$ cat src/hw/rtl/assert_macros.svh
// Assertion helper macros used by the top-level RTL file.
`ifndef ASSERT_MACROS_SVH
`define ASSERT_MACROS_SVH
// Implication checked on every rising clock edge outside reset.
`define ASSERT_IMPL(label, clk, rst_n, ante, cons, msg) \
  label: assert property (@(posedge clk) disable iff (!rst_n) (ante) |-> (cons)) \
    else $error(msg);
// Next-cycle implication checked outside reset.
`define ASSERT_NEXT(label, clk, rst_n, ante, cons, msg) \
  label: assert property (@(posedge clk) disable iff (!rst_n) (ante) |=> (cons)) \
    else $error(msg);
`endif

$ cat src/hw/rtl/twig_pkg.sv
// ---------------------------------------------------------------------------
// twig_pkg
// Shared types and constants of the interval gate.
// ---------------------------------------------------------------------------
`default_nettype none
package twig_pkg;
  localparam int unsigned MaxIntervalsDefault = 256;
  localparam logic [16:0] SecondsPerDay = 17'd86400;

  typedef enum logic [1:0] {
    OP_LOAD  = 2'd0,
    OP_SEAL  = 2'd1,
    OP_QUERY = 2'd2,
    OP_NONE  = 2'd3
  } op_t;

  typedef enum logic [2:0] {
    ST_OK      = 3'd0,
    ST_STOP_LT = 3'd1,
    ST_FULL    = 3'd2,
    ST_EMPTY   = 3'd3,
    ST_OVERLAP = 3'd4,
    ST_PHASE   = 3'd5
  } status_t;

  // One queued command from the front end to the back end.
  typedef struct packed {
    op_t         op;
    logic [63:0] t0;
    logic [63:0] t1;
    logic [63:0] tq;
  } cmd_t;
endpackage
`default_nettype wire

$ cat src/hw/rtl/twig_front.sv
// ---------------------------------------------------------------------------
// twig_front
// Accepts input transactions and pushes them into a two-entry queue.
// ---------------------------------------------------------------------------
`default_nettype none
module twig_front (
  input  wire logic            clk,
  input  wire logic            rst_n,
  input  wire logic            in_valid,
  output logic                 in_ready,
  input  wire logic [1:0]      in_op,
  input  wire logic [63:0]     in_start_time,
  input  wire logic [63:0]     in_stop_time,
  input  wire logic [63:0]     in_query_time,
  output logic                 q_valid,
  input  wire logic            q_pop,
  output twig_pkg::cmd_t       q_cmd
);
  import twig_pkg::*;

  cmd_t        slot_r [2];
  logic        wptr_r, wptr_nxt, rptr_r, rptr_nxt;
  logic [1:0]  cnt_r, cnt_nxt;
  logic        push;

  // Queue control.
  assign in_ready = (cnt_r != 2'd2);
  assign push     = in_valid && in_ready;
  assign q_valid  = (cnt_r != 2'd0);
  assign q_cmd    = slot_r[rptr_r];

  always_comb begin
    wptr_nxt = wptr_r ^ push;
    rptr_nxt = rptr_r ^ q_pop;
    cnt_nxt  = cnt_r + {1'b0, push} - {1'b0, q_pop};
  end

  always_ff @(posedge clk) begin
    if (!rst_n) begin
      wptr_r <= 1'b0;
      rptr_r <= 1'b0;
      cnt_r  <= 2'd0;
    end else begin
      wptr_r <= wptr_nxt;
      rptr_r <= rptr_nxt;
      cnt_r  <= cnt_nxt;
    end
  end

  // Queue storage; the op is classified on entry.
  always_ff @(posedge clk) begin
    if (push) begin
      slot_r[wptr_r] <= '{op: op_t'(in_op), t0: in_start_time,
                          t1: in_stop_time, tq: in_query_time};
    end
  end
endmodule
`default_nettype wire

$ cat config.mk
export PLATFORM = sky130hd
export DESIGN_NAME = twig_front
export DESIGN_NICKNAME = d
export VERILOG_FILES = /design/src/hw/rtl/assert_macros.svh /design/src/hw/rtl/twig_pkg.sv /design/src/hw/rtl/twig_front.sv
export SDC_FILE = /design/constraint.sdc
export NUM_CORES = 1
export LEC_CHECK = 0
export BUFFER_PORTS_ARGS = -buffer_cell sky130_fd_sc_hd__clkbuf_2
export CAP_MARGIN = 20
export CELL_PAD_IN_SITES_DETAIL_PLACEMENT = 1
export CELL_PAD_IN_SITES_GLOBAL_PLACEMENT = 1
export CORE_MARGIN = 1.5
export CORE_UTILIZATION = 43
export CTS_CLUSTER_SIZE = 40
export DETAILED_ROUTE_END_ITERATION = 16
export PLACE_DENSITY_LB_ADDON = 0.1
export SYNTH_ARGS = -nofsm -noshare
export SYNTH_HDL_FRONTEND = slang
export SYNTH_SLANG_ARGS = --single-unit
$ cat constraint.sdc
create_clock -name clk -period 11.9 [get_ports clk]
set_input_delay 1.19 -clock clk [delete_from_list [all_inputs] [get_ports clk]]
set_output_delay 1.19 -clock clk [all_outputs]
set_load 0.02 [all_outputs]
==> results.json <==
{
  "status": "completed",
  "portBuffers": 393,
  "drt-initial-drc-count": 343,
  "peakVddDrop_mv": 0.157,
  "avgSynthCellArea_um2": 23.7,
  "yosys.area.top_type_share_pct": 78.2,
  "hold_viol_final": 0,
  "crit_top_cell": "buf_4",
  "synth_edf_count": 388,
  "grt_pass1_wl_um": 46300,
  "antenna_found_initial": 6,
  "seq_area_frac_synth_pct": 78.8,
  "first_pass_iters": 5,
  "hold_path_class": "flop to flop",
  "cp.arrival_ps": 3660,
  "power-per-cell-area_mw_per_mm2": 189,
  "synth-main-ff-cell": "edfxtp_1",
  "dpl.hpwl_um": 22100,
  "place_ws_ps": 7540,
  "clock_latency_ps": 520,
  "final-setup-viol-count": 0,
  "cp_max_fo": 54,
  "grtUsageMet3_pct": 6.47,
  "htreeDepth": 2,
  "p_leak_nw": 7.36,
  "synth_seq_cells": 393,
  "maxSlewHeadroom_pct": 29.3,
  "finish.instance_area_mm2": 0.0186,
  "cts_setup_buffers": 0,
  "synth_common_cells": "edfxtp_1, mux2_4, mux2_2",
  "cts_resized": 0,
  "fin_worst_skew_ps": 16.1,
  "grt_overflow_total": 0,
  "vias": 7303,
  "yosysUniqueCellTypes": 21,
  "cp_cell_sequence": "buf_4 > buf_4 > mux2_4 > clkbuf_2",
  "r2r-end": "slot_r[0][160]$_DFFE_PP_",
  "grt.busiest_layer": "met2",
  "rsz0062_at_grt": "false",
  "drt-total-wl_um": 31700,
  "rrSetupSlack_ps": 9100,
  "fin_setup_tns_ps": 0,
  "synth_fp_nets": 829,
  "postSynthCellCount": 629,
  "area_delta_synth_final_pct": 24.7,
  "crit_required_ps": 10710,
  "die_x_um": 189,
  "netlist_area_mm2": 0.0149,
  "vias_per_cell": 4.76,
  "hold_buffers": 0,
  "critPathLaunchType": "flop",
  "endpoint_kind": "primary output",
  "synthArstFlopShare_pct": 0,
  "placed_area_mm2": 0.0173,
  "finalWorstSetupSlack_ps": 7050,
  "die_h_um": 189,
  "root_buffer": "clkbuf_16",
  "use_met1_pct": 20.6,
  "cts_buffers": 41,
  "tritoncts": "built",
  "min_period_ps": 4850,
  "layout.nets": 1251,
  "fillCellCount": 3204,
  "report.final.slew_viol_count": 0,
  "ios": 394,
  "holdWs_ps": 572,
  "design.die.area_mm2": 0.0358,
  "holdCritStartpoint": "rptr_r$_SDFF_PN0_",
  "remaining_drc_errors": 0,
  "rr_worst_depth": 5,
  "cap_violations": 0,
  "wl_per_cell_um": 20.7,
  "yosysTopAreaCell": "edfxtp_1",
  "period_share_pct": 40.7,
  "grt_pass1_vias": 7677,
  "path_class": "flop to primary output",
  "gp_congestion": 0.745,
  "grt_max_degree": 77,
  "tightest_slew_ps": 1060,
  "clk_pin_slew_ps": 50,
  "grtUsageTotal_pct": 17.4,
  "max_freq_ghz": 0.206,
  "cts.sinks": 393,
  "r2r-start": "cnt_r[0]$_SDFF_PN0_",
  "hold_depth": 2,
  "postRouteAntennaNets": 0,
  "synthTopCellsByArea": "edfxtp_1, mux2_4, mux2_2",
  "globalRouteMet2Util_pct": 29.2,
  "slowest_delay_ps": 890,
  "synth_warnings": 0,
  "power_w": 0.00350,
  "start_util_pct": 43.4,
  "yosysMostFrequentCell": "edfxtp_1",
  "clock_path_buffers": 3,
  "drive_above_1_share_pct": 60.9,
  "core-area_mm2": 0.0344,
  "slowest_stage": "buf_4",
  "fp-row-count": 68
}
-- layer usage --
metal	vias up	wire length (µm)
met5	-	27
met4	4	739
met3	53	3060
met2	292	15700
met1	3606	12200
li1	3348	-
-- worst max-delay path, delay by kind of cell (launching register included) --
kind,cells,cell delay [ps]
buffers and inverters,3,1940
multiplexers,1,360
flip-flops,1,740
-- how the worst max path moves through the flow --
stage                                  end  slack [ps]  startpoint
floorplan           slot_r[1][0]$_DFFE_PP_        1820    in_valid
global placement                q_cmd[125]        7570        flop
detailed placement               q_cmd[56]        7540        flop
CTS                              q_cmd[91]        6990        flop
global route                     q_cmd[56]        6830        flop
finish                           q_cmd[56]        7050        flop
-- cell families after synthesis --
family	synth area share (%)
simple gates	0.420
compound gates	0.101
mux	18.8
buf+inv	1.61
flops	78.8
fa+ha+maj	0.168
xor+xnor	0.118
-- placed cells by master, fill, tap and decap left out, types with 2 or more instances in the layout --
cell type  count
nand2_1        2
clkbuf_1       9
inv_1          2
dfxtp_1        4
and2_1         3
diode_2        4
clkbuf_2     393
bufinv_16      5
clkinv_2       5
clkinv_1       3
clkbuf_8       2
clkbuf_16     41
buf_4          8
nand2b_1       2
mux2_4       160
edfxtp_1     388
mux2_2        34
-- flip-flops by register name, indices dropped and copies added, names as in the netlist, named ones only --
register / flops
rptr_r: 1
cnt_r: 2
wptr_r: 1
slot_r: 388
-- through the flow --
stage / instances / util [%]
after floorplan: 629 / -
after global placement: 1463 / 50.3
after detailed placement: 1463 / 50.3
after CTS: 1529 / 54.0
after global routing: 1532 / 54.1
final: 1533 / 54.1
-- power by group --
group          internal [W]  leakage [nW]  switching (W)
logic              0.000230          3.07       0.000323
clock network      0.000748         0.625       0.000480
registers           0.00168          3.66      0.0000419
-- final cells by class --
class	instances	area, µm²	area share (%)
repair buffers	401	2030	10.9
multi-input cells	212	2940	15.8
clock buffers	52	1090	5.85
diodes	4	10.0	0.0539
clock inverters	14	194	1.04
well taps	455	569	3.06
inverters	2	7.51	0.0404
flip-flops and latches	393	11800	63.2
Note: power is estimated with default switching activity, not from simulation.
